File: src/prac_pkg.sv
// shared constants, types and helper functions for the planar rotation accumulator
// no dependencies; used by prac_ctrl, prac_dp and the top level
`timescale 1ns / 1ps
`default_nettype none
package prac_pkg;

  localparam int CORDIC_STEPS_DEF = 16;
  localparam int CNT_W = 5;
  localparam int XW = 36;

  localparam logic signed [18:0] PI_Q15      = 19'sd102944;
  localparam logic signed [18:0] HALF_PI_Q15 = 19'sd51472;
  localparam logic signed [18:0] TWO_PI_Q15  = 19'sd205887;
  localparam logic signed [XW-1:0] PI_Q30    = 36'sd3373259426;
  localparam logic signed [XW-1:0] GAIN_Q30  = 36'sd652032874;
  localparam logic [29:0] GAIN_U30           = 30'd652032874;
  localparam logic signed [15:0] ONE_Q14     = 16'sd16384;

  typedef enum logic [1:0] {
    ACT_SET = 2'd0,
    ACT_VEC = 2'd1,
    ACT_ADD = 2'd2,
    ACT_SUB = 2'd3
  } act_t;

  // commands from the controller to the datapath
  typedef struct packed {
    logic             capture;
    logic             rot_load;
    logic             rot_from_vec;
    logic             vec_load;
    logic             vec_from_cur;
    logic             iter;
    logic             rot_to_cur;
    logic             rot_to_opd;
    logic             neg_s;
    logic             vec_to_cur;
    logic             vec_to_hold;
    logic             mag_mul;
    logic             fallback;
    logic             mul_step;
    logic             mul_end;
    logic             out_load;
    logic [CNT_W-1:0] idx;
  } cmd_t;

  // arctangent of 2^-i in units of 2^-30 radian
  function automatic logic signed [XW-1:0] atan_lut(input logic [CNT_W-1:0] i);
    logic signed [XW-1:0] r;
    case (i)
      5'd0:  r = 36'sd843314857;
      5'd1:  r = 36'sd497837829;
      5'd2:  r = 36'sd263043837;
      5'd3:  r = 36'sd133525159;
      5'd4:  r = 36'sd67021687;
      5'd5:  r = 36'sd33543516;
      5'd6:  r = 36'sd16775851;
      5'd7:  r = 36'sd8388437;
      5'd8:  r = 36'sd4194283;
      5'd9:  r = 36'sd2097149;
      5'd10: r = 36'sd1048576;
      5'd11: r = 36'sd524288;
      5'd12: r = 36'sd262144;
      5'd13: r = 36'sd131072;
      5'd14: r = 36'sd65536;
      5'd15: r = 36'sd32768;
      5'd16: r = 36'sd16384;
      5'd17: r = 36'sd8192;
      5'd18: r = 36'sd4096;
      5'd19: r = 36'sd2048;
      5'd20: r = 36'sd1024;
      5'd21: r = 36'sd512;
      5'd22: r = 36'sd256;
      5'd23: r = 36'sd128;
      default: r = '0;
    endcase
    return r;
  endfunction

  // shift right with rounding half away from zero
  function automatic logic signed [XW-1:0] round_q(input logic signed [XW-1:0] v,
                                                   input int unsigned s);
    logic signed [XW-1:0] h;
    h = 36'sd1 <<< (s - 1);
    if (v >= 0) return (v + h) >>> s;
    return -(((-v) + h) >>> s);
  endfunction

  // saturate to plus or minus one in Q1.14
  function automatic logic signed [15:0] clamp_one(input logic signed [XW-1:0] v);
    if (v > 36'sd16384) return ONE_Q14;
    if (v < -36'sd16384) return -ONE_Q14;
    return v[15:0];
  endfunction

endpackage
`default_nettype wire

File: src/prac_dp.sv
// datapath: shared cordic unit, complex multiplier, magnitude check and stored rotation
// depends on prac_pkg; driven by prac_ctrl commands
`timescale 1ns / 1ps
`default_nettype none
module prac_dp (
  input  wire logic                clk,
  input  wire logic                rst,
  input  wire prac_pkg::cmd_t      cmd,
  output logic                     mag_small,
  input  wire logic                cfg_we,
  input  wire logic [15:0]         cfg_data,
  input  wire logic signed [17:0]  angle_in,
  input  wire logic signed [15:0]  vec_x,
  input  wire logic signed [15:0]  vec_y,
  output logic signed [17:0]       angle_out,
  output logic signed [15:0]       cos_out,
  output logic signed [15:0]       sin_out
);

  localparam int XW = prac_pkg::XW;

  logic [15:0]             magnitude_floor;
  logic signed [17:0]      in_ang;
  logic signed [15:0]      vx, vy;
  logic signed [XW-1:0]    x, y, z, off;
  logic                    zero_vec;
  logic                    neg_r;
  logic signed [17:0]      rot_ang;
  logic signed [17:0]      hold_ang;
  logic [31:0]             hold_mag;
  logic [61:0]             mag_prod;
  logic signed [15:0]      oc, os;
  logic signed [33:0]      acc_c, acc_s;
  logic signed [17:0]      cur_angle;
  logic signed [15:0]      cur_cos, cur_sin;

  // input angle wrapped once by two pi
  logic signed [18:0] a19, a_wrap;
  always_comb begin
    a19 = {angle_in[17], angle_in};
    if (a19 > prac_pkg::PI_Q15) a_wrap = a19 - prac_pkg::TWO_PI_Q15;
    else if (a19 < -prac_pkg::PI_Q15) a_wrap = a19 + prac_pkg::TWO_PI_Q15;
    else a_wrap = a19;
  end

  // rotation start: fold into plus or minus half pi
  logic signed [17:0] r_src;
  logic signed [18:0] r19, r_fold;
  logic               r_neg;
  always_comb begin
    r_src = cmd.rot_from_vec ? hold_ang : in_ang;
    r19 = {r_src[17], r_src};
    r_neg = 1'b0;
    r_fold = r19;
    if (r19 > prac_pkg::HALF_PI_Q15) begin
      r_fold = r19 - prac_pkg::PI_Q15;
      r_neg = 1'b1;
    end else if (r19 < -prac_pkg::HALF_PI_Q15) begin
      r_fold = r19 + prac_pkg::PI_Q15;
      r_neg = 1'b1;
    end
  end

  // vectoring start operands
  logic signed [15:0]   sx, sy;
  logic signed [XW-1:0] vx36, vy36;
  always_comb begin
    sx = cmd.vec_from_cur ? cur_cos : vx;
    sy = cmd.vec_from_cur ? cur_sin : vy;
    vx36 = {{(XW-16){sx[15]}}, sx} <<< 14;
    vy36 = {{(XW-16){sy[15]}}, sy} <<< 14;
  end

  // one cordic micro-rotation
  logic signed [XW-1:0] xs, ys, at;
  always_comb begin
    xs = x >>> cmd.idx;
    ys = y >>> cmd.idx;
    at = prac_pkg::atan_lut(cmd.idx);
  end

  logic rot_mode;

  // rotation end results
  logic signed [XW-1:0] rx, ry;
  logic signed [15:0]   rc, rs;
  always_comb begin
    rx = prac_pkg::round_q(x, 16);
    ry = prac_pkg::round_q(y, 16);
    if (neg_r) begin
      rx = -rx;
      ry = -ry;
    end
    rc = prac_pkg::clamp_one(rx);
    rs = prac_pkg::clamp_one(ry);
  end

  // vectoring end angle
  logic signed [XW-1:0] vz;
  logic signed [17:0]   vang;
  always_comb begin
    vz = prac_pkg::round_q(z + off, 15);
    if (zero_vec) vang = '0;
    else if (vz > 36'sd102944) vang = 18'sd102944;
    else if (vz < -36'sd102944) vang = -18'sd102944;
    else vang = vz[17:0];
  end

  // magnitude in input units against the floor
  logic [61:0] mag_rnd;
  always_comb begin
    mag_rnd = (mag_prod + (62'd1 << 43)) >> 44;
    mag_small = mag_rnd[17:0] <= {2'b00, magnitude_floor};
  end

  // shared multiplier for the complex product
  logic signed [15:0] ma, mb;
  logic signed [31:0] prod;
  always_comb begin
    case (cmd.idx[1:0])
      2'd0:    begin ma = cur_cos; mb = oc; end
      2'd1:    begin ma = cur_sin; mb = os; end
      2'd2:    begin ma = cur_cos; mb = os; end
      default: begin ma = cur_sin; mb = oc; end
    endcase
    prod = ma * mb;
  end

  logic signed [XW-1:0] nc, ns;
  always_comb begin
    nc = prac_pkg::round_q({{(XW-34){acc_c[33]}}, acc_c}, 14);
    ns = prac_pkg::round_q({{(XW-34){acc_s[33]}}, acc_s}, 14);
  end

  // configuration register
  always_ff @(posedge clk) begin
    if (rst) magnitude_floor <= '0;
    else if (cfg_we) magnitude_floor <= cfg_data;
  end

  // cordic unit and working registers
  always_ff @(posedge clk) begin
    if (cmd.capture) begin
      in_ang <= a_wrap[17:0];
      vx <= vec_x;
      vy <= vec_y;
    end
    if (cmd.rot_load) begin
      rot_mode <= 1'b1;
      neg_r <= r_neg;
      rot_ang <= r_src;
      x <= prac_pkg::GAIN_Q30;
      y <= '0;
      z <= {{(XW-19){r_fold[18]}}, r_fold} <<< 15;
    end else if (cmd.vec_load) begin
      rot_mode <= 1'b0;
      zero_vec <= (sx == 16'sd0) && (sy == 16'sd0);
      z <= '0;
      if (sx < 0) begin
        off <= (sy >= 0) ? prac_pkg::PI_Q30 : -prac_pkg::PI_Q30;
        x <= -vx36;
        y <= -vy36;
      end else begin
        off <= '0;
        x <= vx36;
        y <= vy36;
      end
    end else if (cmd.iter) begin
      if (rot_mode ? (z >= 0) : (y > 0)) begin
        x <= rot_mode ? x - ys : x + ys;
        y <= rot_mode ? y + xs : y - xs;
        z <= rot_mode ? z - at : z + at;
      end else begin
        x <= rot_mode ? x + ys : x - ys;
        y <= rot_mode ? y - xs : y + xs;
        z <= rot_mode ? z + at : z - at;
      end
    end
    if (cmd.rot_to_opd) begin
      oc <= rc;
      os <= cmd.neg_s ? -rs : rs;
    end
    if (cmd.vec_to_hold) begin
      hold_ang <= vang;
      hold_mag <= x[31:0];
    end
    if (cmd.mag_mul) mag_prod <= hold_mag * {2'b00, prac_pkg::GAIN_U30};
    if (cmd.mul_step) begin
      case (cmd.idx[1:0])
        2'd0:    acc_c <= {{2{prod[31]}}, prod};
        2'd1:    acc_c <= acc_c - {{2{prod[31]}}, prod};
        2'd2:    acc_s <= {{2{prod[31]}}, prod};
        default: acc_s <= acc_s + {{2{prod[31]}}, prod};
      endcase
    end
    if (cmd.out_load) begin
      angle_out <= cur_angle;
      cos_out <= cur_cos;
      sin_out <= cur_sin;
    end
  end

  // stored rotation
  always_ff @(posedge clk) begin
    if (rst) begin
      cur_angle <= '0;
      cur_cos <= prac_pkg::ONE_Q14;
      cur_sin <= '0;
    end else if (cmd.fallback) begin
      cur_angle <= '0;
      cur_cos <= prac_pkg::ONE_Q14;
      cur_sin <= '0;
    end else if (cmd.rot_to_cur) begin
      cur_angle <= rot_ang;
      cur_cos <= rc;
      cur_sin <= rs;
    end else if (cmd.mul_end) begin
      cur_cos <= prac_pkg::clamp_one(nc);
      cur_sin <= prac_pkg::clamp_one(ns);
    end else if (cmd.vec_to_cur) begin
      cur_angle <= vang;
    end
  end

  // stored rotation stays in range
  a_cos_range: assert property (@(posedge clk) disable iff (rst)
    cur_cos <= 16'sd16384 && cur_cos >= -16'sd16384)
    else $error("cur_cos out of range");
  a_sin_range: assert property (@(posedge clk) disable iff (rst)
    cur_sin <= 16'sd16384 && cur_sin >= -16'sd16384)
    else $error("cur_sin out of range");
  a_ang_range: assert property (@(posedge clk) disable iff (rst)
    cur_angle <= 18'sd102944 && cur_angle >= -18'sd102944)
    else $error("cur_angle out of range");

endmodule
`default_nettype wire

File: src/prac_ctrl.sv
// controller: sequences the cordic passes, the complex product and the handshakes
// depends on prac_pkg; drives prac_dp
`timescale 1ns / 1ps
`default_nettype none
module prac_ctrl #(
  parameter int CORDIC_STEPS = prac_pkg::CORDIC_STEPS_DEF
) (
  input  wire logic           clk,
  input  wire logic           rst,
  input  wire logic           in_valid,
  output logic                in_ready,
  input  wire logic [1:0]     action,
  output logic                out_valid,
  input  wire logic           out_ready,
  input  wire logic           mag_small,
  output prac_pkg::cmd_t      cmd
);

  localparam int CNT_W = prac_pkg::CNT_W;
  localparam logic [CNT_W-1:0] LAST = CNT_W'(CORDIC_STEPS - 1);
  localparam logic [CNT_W-1:0] MUL_LAST = CNT_W'(3);

  typedef enum logic [10:0] {
    S_IDLE     = 11'b00000000001,
    S_ROT_LOAD = 11'b00000000010,
    S_VEC_LOAD = 11'b00000000100,
    S_ITER     = 11'b00000001000,
    S_ROT_END  = 11'b00000010000,
    S_VEC_END  = 11'b00000100000,
    S_MAG      = 11'b00001000000,
    S_MAG_CHK  = 11'b00010000000,
    S_MUL      = 11'b00100000000,
    S_MUL_END  = 11'b01000000000,
    S_OUT      = 11'b10000000000
  } state_t;

  state_t             state, state_next;
  prac_pkg::act_t     act;
  logic               rot_mode, rot_mode_next;
  logic [CNT_W-1:0]   cnt, cnt_next;
  logic               addsub;

  assign addsub = (act == prac_pkg::ACT_ADD) || (act == prac_pkg::ACT_SUB);
  assign in_ready = (state == S_IDLE);

  // next state and commands
  always_comb begin
    state_next = state;
    rot_mode_next = rot_mode;
    cnt_next = cnt;
    cmd = '0;
    cmd.idx = cnt;
    unique case (state)
      S_IDLE: begin
        if (in_valid) begin
          cmd.capture = 1'b1;
          state_next = (prac_pkg::act_t'(action) == prac_pkg::ACT_VEC) ? S_VEC_LOAD
                                                                        : S_ROT_LOAD;
        end
      end
      S_ROT_LOAD: begin
        cmd.rot_load = 1'b1;
        cmd.rot_from_vec = (act == prac_pkg::ACT_VEC);
        rot_mode_next = 1'b1;
        cnt_next = '0;
        state_next = S_ITER;
      end
      S_VEC_LOAD: begin
        cmd.vec_load = 1'b1;
        cmd.vec_from_cur = addsub;
        rot_mode_next = 1'b0;
        cnt_next = '0;
        state_next = S_ITER;
      end
      S_ITER: begin
        cmd.iter = 1'b1;
        cnt_next = cnt + 1'b1;
        if (cnt == LAST) state_next = rot_mode ? S_ROT_END : S_VEC_END;
      end
      S_ROT_END: begin
        cnt_next = '0;
        if (addsub) begin
          cmd.rot_to_opd = 1'b1;
          cmd.neg_s = (act == prac_pkg::ACT_SUB);
          state_next = S_MUL;
        end else begin
          cmd.rot_to_cur = 1'b1;
          state_next = S_OUT;
        end
      end
      S_MUL: begin
        cmd.mul_step = 1'b1;
        cnt_next = cnt + 1'b1;
        if (cnt == MUL_LAST) state_next = S_MUL_END;
      end
      S_MUL_END: begin
        cmd.mul_end = 1'b1;
        state_next = S_VEC_LOAD;
      end
      S_VEC_END: begin
        if (act == prac_pkg::ACT_VEC) begin
          cmd.vec_to_hold = 1'b1;
          state_next = S_MAG;
        end else begin
          cmd.vec_to_cur = 1'b1;
          state_next = S_OUT;
        end
      end
      S_MAG: begin
        cmd.mag_mul = 1'b1;
        state_next = S_MAG_CHK;
      end
      S_MAG_CHK: begin
        if (mag_small) begin
          cmd.fallback = 1'b1;
          state_next = S_OUT;
        end else begin
          state_next = S_ROT_LOAD;
        end
      end
      S_OUT: begin
        if (!out_valid || out_ready) begin
          cmd.out_load = 1'b1;
          state_next = S_IDLE;
        end
      end
      default: state_next = S_IDLE;
    endcase
  end

  // state registers
  always_ff @(posedge clk) begin
    if (rst) begin
      state <= S_IDLE;
      rot_mode <= 1'b0;
      cnt <= '0;
      act <= prac_pkg::ACT_SET;
      out_valid <= 1'b0;
    end else begin
      state <= state_next;
      rot_mode <= rot_mode_next;
      cnt <= cnt_next;
      if (cmd.capture) act <= prac_pkg::act_t'(action);
      if (cmd.out_load) out_valid <= 1'b1;
      else if (out_ready) out_valid <= 1'b0;
    end
  end

  // iteration count stays within the configured pass length
  a_cnt_bound: assert property (@(posedge clk) disable iff (rst)
    state == S_ITER |-> cnt <= LAST)
    else $error("cordic count overrun");
  // the result register is only reloaded once the previous item is gone
  a_out_safe: assert property (@(posedge clk) disable iff (rst)
    cmd.out_load |-> (!out_valid || out_ready))
    else $error("result overwritten");
  // a waiting result stays offered until taken
  a_out_hold: assert property (@(posedge clk) disable iff (rst)
    (out_valid && !out_ready) |=> out_valid)
    else $error("result dropped");

endmodule
`default_nettype wire

File: src/planar_rotation_accumulator.sv
// Keeps one planar rotation as angle (Q3.15 radians) with cosine and sine (Q1.14).
// Actions: set angle, set from vector (atan2 with magnitude floor fallback), add and
// subtract angle. One shared CORDIC unit does one micro-rotation per cycle. Set
// angle makes a rotation pass, set from vector a vectoring pass and, unless the
// floor fallback is taken, a rotation pass, and add and subtract a rotation pass,
// the complex product and a vectoring pass. One item is in work at a time; a new
// item is taken once the previous result has moved to the output register.
// depends on prac_pkg, prac_ctrl, prac_dp
`timescale 1ns / 1ps
`default_nettype none
module planar_rotation_accumulator #(
  parameter int CORDIC_STEPS = prac_pkg::CORDIC_STEPS_DEF
) (
  input  wire logic               clk,
  input  wire logic               rst,
  input  wire logic               cfg_we,
  input  wire logic [15:0]        cfg_data,
  input  wire logic               in_valid,
  output logic                    in_ready,
  input  wire logic [1:0]         action,
  input  wire logic signed [17:0] angle_in,
  input  wire logic signed [15:0] vec_x,
  input  wire logic signed [15:0] vec_y,
  output logic                    out_valid,
  input  wire logic               out_ready,
  output logic signed [17:0]      angle_out,
  output logic signed [15:0]      cos_out,
  output logic signed [15:0]      sin_out
);

  prac_pkg::cmd_t cmd;
  logic           mag_small;

  // sequencer
  prac_ctrl #(.CORDIC_STEPS(CORDIC_STEPS)) u_ctrl (
    .clk(clk), .rst(rst),
    .in_valid(in_valid), .in_ready(in_ready), .action(action),
    .out_valid(out_valid), .out_ready(out_ready),
    .mag_small(mag_small), .cmd(cmd)
  );

  // arithmetic and state
  prac_dp u_dp (
    .clk(clk), .rst(rst), .cmd(cmd), .mag_small(mag_small),
    .cfg_we(cfg_we), .cfg_data(cfg_data),
    .angle_in(angle_in), .vec_x(vec_x), .vec_y(vec_y),
    .angle_out(angle_out), .cos_out(cos_out), .sin_out(sin_out)
  );

endmodule
`default_nettype wire

File: config.mk
export PLATFORM = sky130hd
export DESIGN_NAME = planar_rotation_accumulator
export DESIGN_NICKNAME = d
export VERILOG_FILES = /design/src/prac_pkg.sv /design/src/prac_dp.sv /design/src/prac_ctrl.sv /design/src/planar_rotation_accumulator.sv
export SDC_FILE = /design/constraint.sdc
export NUM_CORES = 2
export LEC_CHECK = 0
export ABC_AREA = 1
export BUFFER_PORTS_ARGS = -buffer_cell sky130_fd_sc_hd__buf_2
export CAP_MARGIN = 5
export CORE_AREA = 2 2 364 366
export DETAILED_ROUTE_END_ITERATION = 16
export DIE_AREA = 0 0 366 368
export GPL_TIMING_DRIVEN = 0
export PLACE_DENSITY_LB_ADDON = 0.05
export SYNTH_ARGS = -nofsm -noshare
export SYNTH_HDL_FRONTEND = slang
export SYNTH_SLANG_ARGS = --single-unit
File: constraint.sdc
create_clock -name clk -period 22 [get_ports clk]
set_input_delay 0 -clock clk [delete_from_list [all_inputs] [get_ports clk]]
set_output_delay 0 -clock clk [all_outputs]
set_load 0.02 [all_outputs]
==> impl_summary.txt <==
----------------------------------------------------
[Power and ir drop]
  Sequential fraction of design power ... 18.7%
  Cell internal pwr ... roughly 3400 uW
  Switching Fraction ... 57.4%
  Clock network fraction of total power ... 14.2%
  Combinational fraction of design power ... about two thirds
  Net switching component of the power ... 4600 uW
  Static leakage ... ~0.044 uW
  IR drop worst, VDD ... 0.0000709 V
  Pwr dens ... 91.8 mW/mm^2

[Hold path]
  Worst Hold Path EP ... u_dp.vx[2]
  Worst Hold Path Cells ... 2
  Worst Min Path Start ... vec_x[2]
  Kind of path behind the tightest hold check ... input port to register

[Global routing]
  Initial antenna violation count ... 17
  Global-route wire length before repair ... ~470000 um
  Total congestion overflow after global routing ... 0
  Pin count of the biggest net entering global routing ... 33
  Global-route usage over all layers ... 45.6%
  Vias in the first global route ... 79600

[Floorplan]
  Effective utilization at floorplan ... 61.7%
  Core Rows ... between 100 and 150
  Placeable core region ... ~0.13 mm^2
  Overall die width ... 366 um
  Floorplan die area ... roughly 0.13 mm^2
  I/O pin count ... 125
  Floorplan die height ... 368 um

[CTS]
  Number of hold buffers added after CTS ... 134
  Root Driver ... sky130_fd_sc_hd__clkbuf_16
  TritonCTS buffer count ... 61
  TritonCTS clock tree ... done
  Maximum root-to-sink buffer count ... 3
  Total number of H-tree levels ... 2
  CTS-repair resized insts ... 0
  CTS clk-pin slew, worst paths ... approximately 60 ps
  Clock Sinks ... 517
  Setup fix buffers added after clock tree synthesis ... 0
  Clock latency of the later-clocked register in the worst-skew pair ... roughly 730 ps

[Final layout]
  Area of the multi-input gates ... ~0.057 mm^2
  Final layout net count ... between 10000 and 15000
  Register area ... between 0.01 and 0.015 mm^2
  Leading cell type in the layout, fill and taps excluded ... sky130_fd_sc_hd__nand2_1
  Number of fill cells in the layout ... between 10000 and 15000
  Area growth from synthesis to layout ... 8.29%
  Fraction of layout cells with a size suffix above 1 ... 4.75%
  Most frequent cells in the layout ... sky130_fd_sc_hd__nand2_1, sky130_fd_sc_hd__inv_1, sky130_fd_sc_hd__nor2_1, sky130_fd_sc_hd__o21ai_0, sky130_fd_sc_hd__ha_1
  Final standard cell area without fillers ... 0.0874 mm^2

[STA]
  Slack of the critical path ... 8160 ps
  Minimum clock period after layout ... 13840 ps
  Final setup violation count ... 0
  Max Clk Rate ... 72.3 MHz
  RSZ-0062 raised after global routing ... false
  Pins over their slew limit ... 7
  Final worst clock skew ... 65.6 ps
  Worst relative slew slack ... -1.19%
  Total Neg Setup Slack ... 0 ps
  Worst-margin pin slew ... around 1500 ps
  Final Hold Violating Endpoints ... 0
  Final Cycle Share ... approximately 63%

[Run status]
  Violations in the final reports ... capacitance limit, slew limit
  Status ... complete, but fails checks

[Route]
  Detailed-router iteration count before antenna repair ... 9
  Overall via count from detail_route ... 82400
  Vias per std cell ... 6.08
  1st-iter DRT viols ... 12000
  Sum of routed wire length over all layers ... roughly 310000 um
  Post-detailed-route wirelength per cell ... around 23 um
  Number of routed nets with antenna violations ... 0
  Residual DRC ... 0

[Synthesis]
  Number of warning messages in the yosys log ... 0
  Cell type contributing the most total cell area after synthesis ... sky130_fd_sc_hd__fa_1
  Netlist area before placement ... about 0.08 mm^2
  Synthesized flop and latch total ... 517
  Number of distinct standard cells referenced by the synthesized netlist ... 81
  Largest cells by area after synthesis ... sky130_fd_sc_hd__fa_1, sky130_fd_sc_hd__ha_1, sky130_fd_sc_hd__edfxtp_1, sky130_fd_sc_hd__nand2_1, sky130_fd_sc_hd__inv_1
  Synth async-reset ratio ... 0%
  Post-synthesis area per instance ... 7.08 um^2
  Gate Count Post-Synth ... 11400
  Count of flip-flops with a built-in enable after synthesis ... 313
  Most used DFF post-synth ... sky130_fd_sc_hd__edfxtp_1
  Post-synthesis sequential area ratio ... 16.7%
  Share of the synthesized area in the top cell type ... a little under a fifth
  Net count after synthesis ... 13000

[Place]
  Placer congestion estimate ... 1.10
  Half-perimeter wire length after detailed placement ... 255000 um
  Dpl cell area ... about 0.084 mm^2
  Setup Slack @ Placement ... roughly 8900 ps
  Count of buffers inserted at the top-level ports ... 120

[Setup path]
  Largest incremental delay on the critical path ... 910 ps
  Kind of cell adding the most delay to the critical path ... adder cells
  Worst reg-to-reg path cell count ... 47
  Number of buffers and inverters on the critical path ... 12
  Maximum net fanout on the critical path ... 11
  Kind of start point of the critical path ... register
  Slowest library cell on the worst path ... sky130_fd_sc_hd__xor2_1
  Worst r2r src ... u_ctrl.cnt[1]
  Data required time of the worst path ... around 22000 ps
  Worst R2R Setup Slack ... 8160 ps
  CP Data Arrival Time ... 14320 ps
  Capturing element type of the critical path ... register
  Cell seen most often among critical-path stages ... sky130_fd_sc_hd__nand2_1
  Class of the most critical setup path ... register to register
  Terminus of the critical flop-to-flop path ... u_dp.acc_s[32]

[Run]
  Max Cap Violations ... 2

----------------------------------------------------
[cells by family (layout without fill, tap and decap cells)]
| group | Yosys count | in the layout | synth area share, % |
|---|---|---|---|
| fa+ha+maj | 1517 | 1517 | 30.3 |
| mux | 77 | 77 | 0.955 |
| other cells | 0 | 7 | 0 |
| flops | 517 | 517 | 16.7 |
| buf+inv | 2598 | 2985 | 12.2 |
| simple gates | 4489 | 4489 | 23.8 |
| xor+xnor | 270 | 270 | 2.97 |
| compound gates | 1931 | 1931 | 13.1 |
[worst reg2reg max path, delay by kind of cell (launching register included)]
kind,cells,cell delay (ps)
compound gates,9,2660
xor+xnor,1,910
fa+ha+maj,9,4090
buf+inv,12,3340
flops,1,510
simple gates,16,2100
[worst max-delay path by stage]
stage / cells past startpoint / end / slack [ps] / startpoint
after global routing: 47 / u_dp.acc_s[32] / 7610 / u_ctrl.cnt[1]
after floorplan: 47 / u_dp.acc_s[30] / 12580 / u_ctrl.cnt[1]
final: 47 / u_dp.acc_s[32] / 8160 / u_ctrl.cnt[1]
after CTS: 47 / u_dp.acc_s[32] / 8840 / u_ctrl.cnt[1]
after detailed placement: 47 / u_dp.acc_s[32] / 8870 / u_ctrl.cnt[1]
after global placement: 47 / u_dp.acc_s[30] / 9120 / u_ctrl.cnt[1]
[state kept, by name, indices dropped and copies added, names as in the netlist, 19 cells and up]
register / cells
u_dp.x: 36
u_dp.y: 36
u_dp.z: 36
u_dp.acc_c: 34
u_dp.acc_s: 34
u_dp.hold_mag: 32
u_dp.at: 30
u_dp.mag_prod: 19
[cell usage after synthesis (204+ instances only)]
master / instances
sky130_fd_sc_hd__fa_1: 728
sky130_fd_sc_hd__ha_1: 789
sky130_fd_sc_hd__o21ai_0: 822
sky130_fd_sc_hd__inv_1: 2216
sky130_fd_sc_hd__edfxtp_1: 313
sky130_fd_sc_hd__nand3_1: 543
sky130_fd_sc_hd__nor2_1: 956
sky130_fd_sc_hd__nand2_1: 2431
sky130_fd_sc_hd__a21oi_1: 715
sky130_fd_sc_hd__xor2_1: 223
sky130_fd_sc_hd__clkbuf_1: 237
sky130_fd_sc_hd__dfxtp_1: 204
[per-stage QoR]
step	util (%)	instances	hold WS [ps]	power, uW
detailed placement	64.1	13300	178	6550
global route	66.8	13500	18.8	8490
CTS	66.8	13500	0.847	7720
global placement	63.8	13300	178	6460
floorplan	-	11400	98.9	4870
finish	66.8	13500	10.4	8020
[power by group through the flow]
stage / combinational, uW / clock (uW) / sequential, uW
3_3_place_gp: 4970 / 0 / 1480
2_1_floorplan: 3540 / 0 / 1330
4_1_cts: 5120 / 1130 / 1460
6_report: 5390 / 1140 / 1500
5_1_grt: 5850 / 1160 / 1490
3_5_place_dp: 5070 / 0 / 1480
[area by class of cell]
| type | instances | share of cell area (%) |
|---|---|---|
| Multi-Input combinational cell | 8284 | 65.7 |
| Sequential cell | 517 | 15.4 |
| Inverter | 2287 | 9.84 |
| Timing Repair Buffer | 272 | 2.56 |
| Tap cell | 1755 | 2.51 |
| Clock buffer | 70 | 1.87 |
| Buffer | 311 | 1.47 |
| Clock inverter | 45 | 0.634 |
| Antenna cell | 7 | 0.0200 |
[metal layers]
layer  share of wire [%]  vias up  GRT usage (%)  routed length [um]
met5               0.045        -              0                 140
met2                  41     5597           66.7              129000
met4                 5.8       22           22.4               18300
li1                    -    37100              -                   -
met3                  15     1180           14.4               45600
met1                  38    38500           60.8              121000
(Power assumes the default switching activity.)
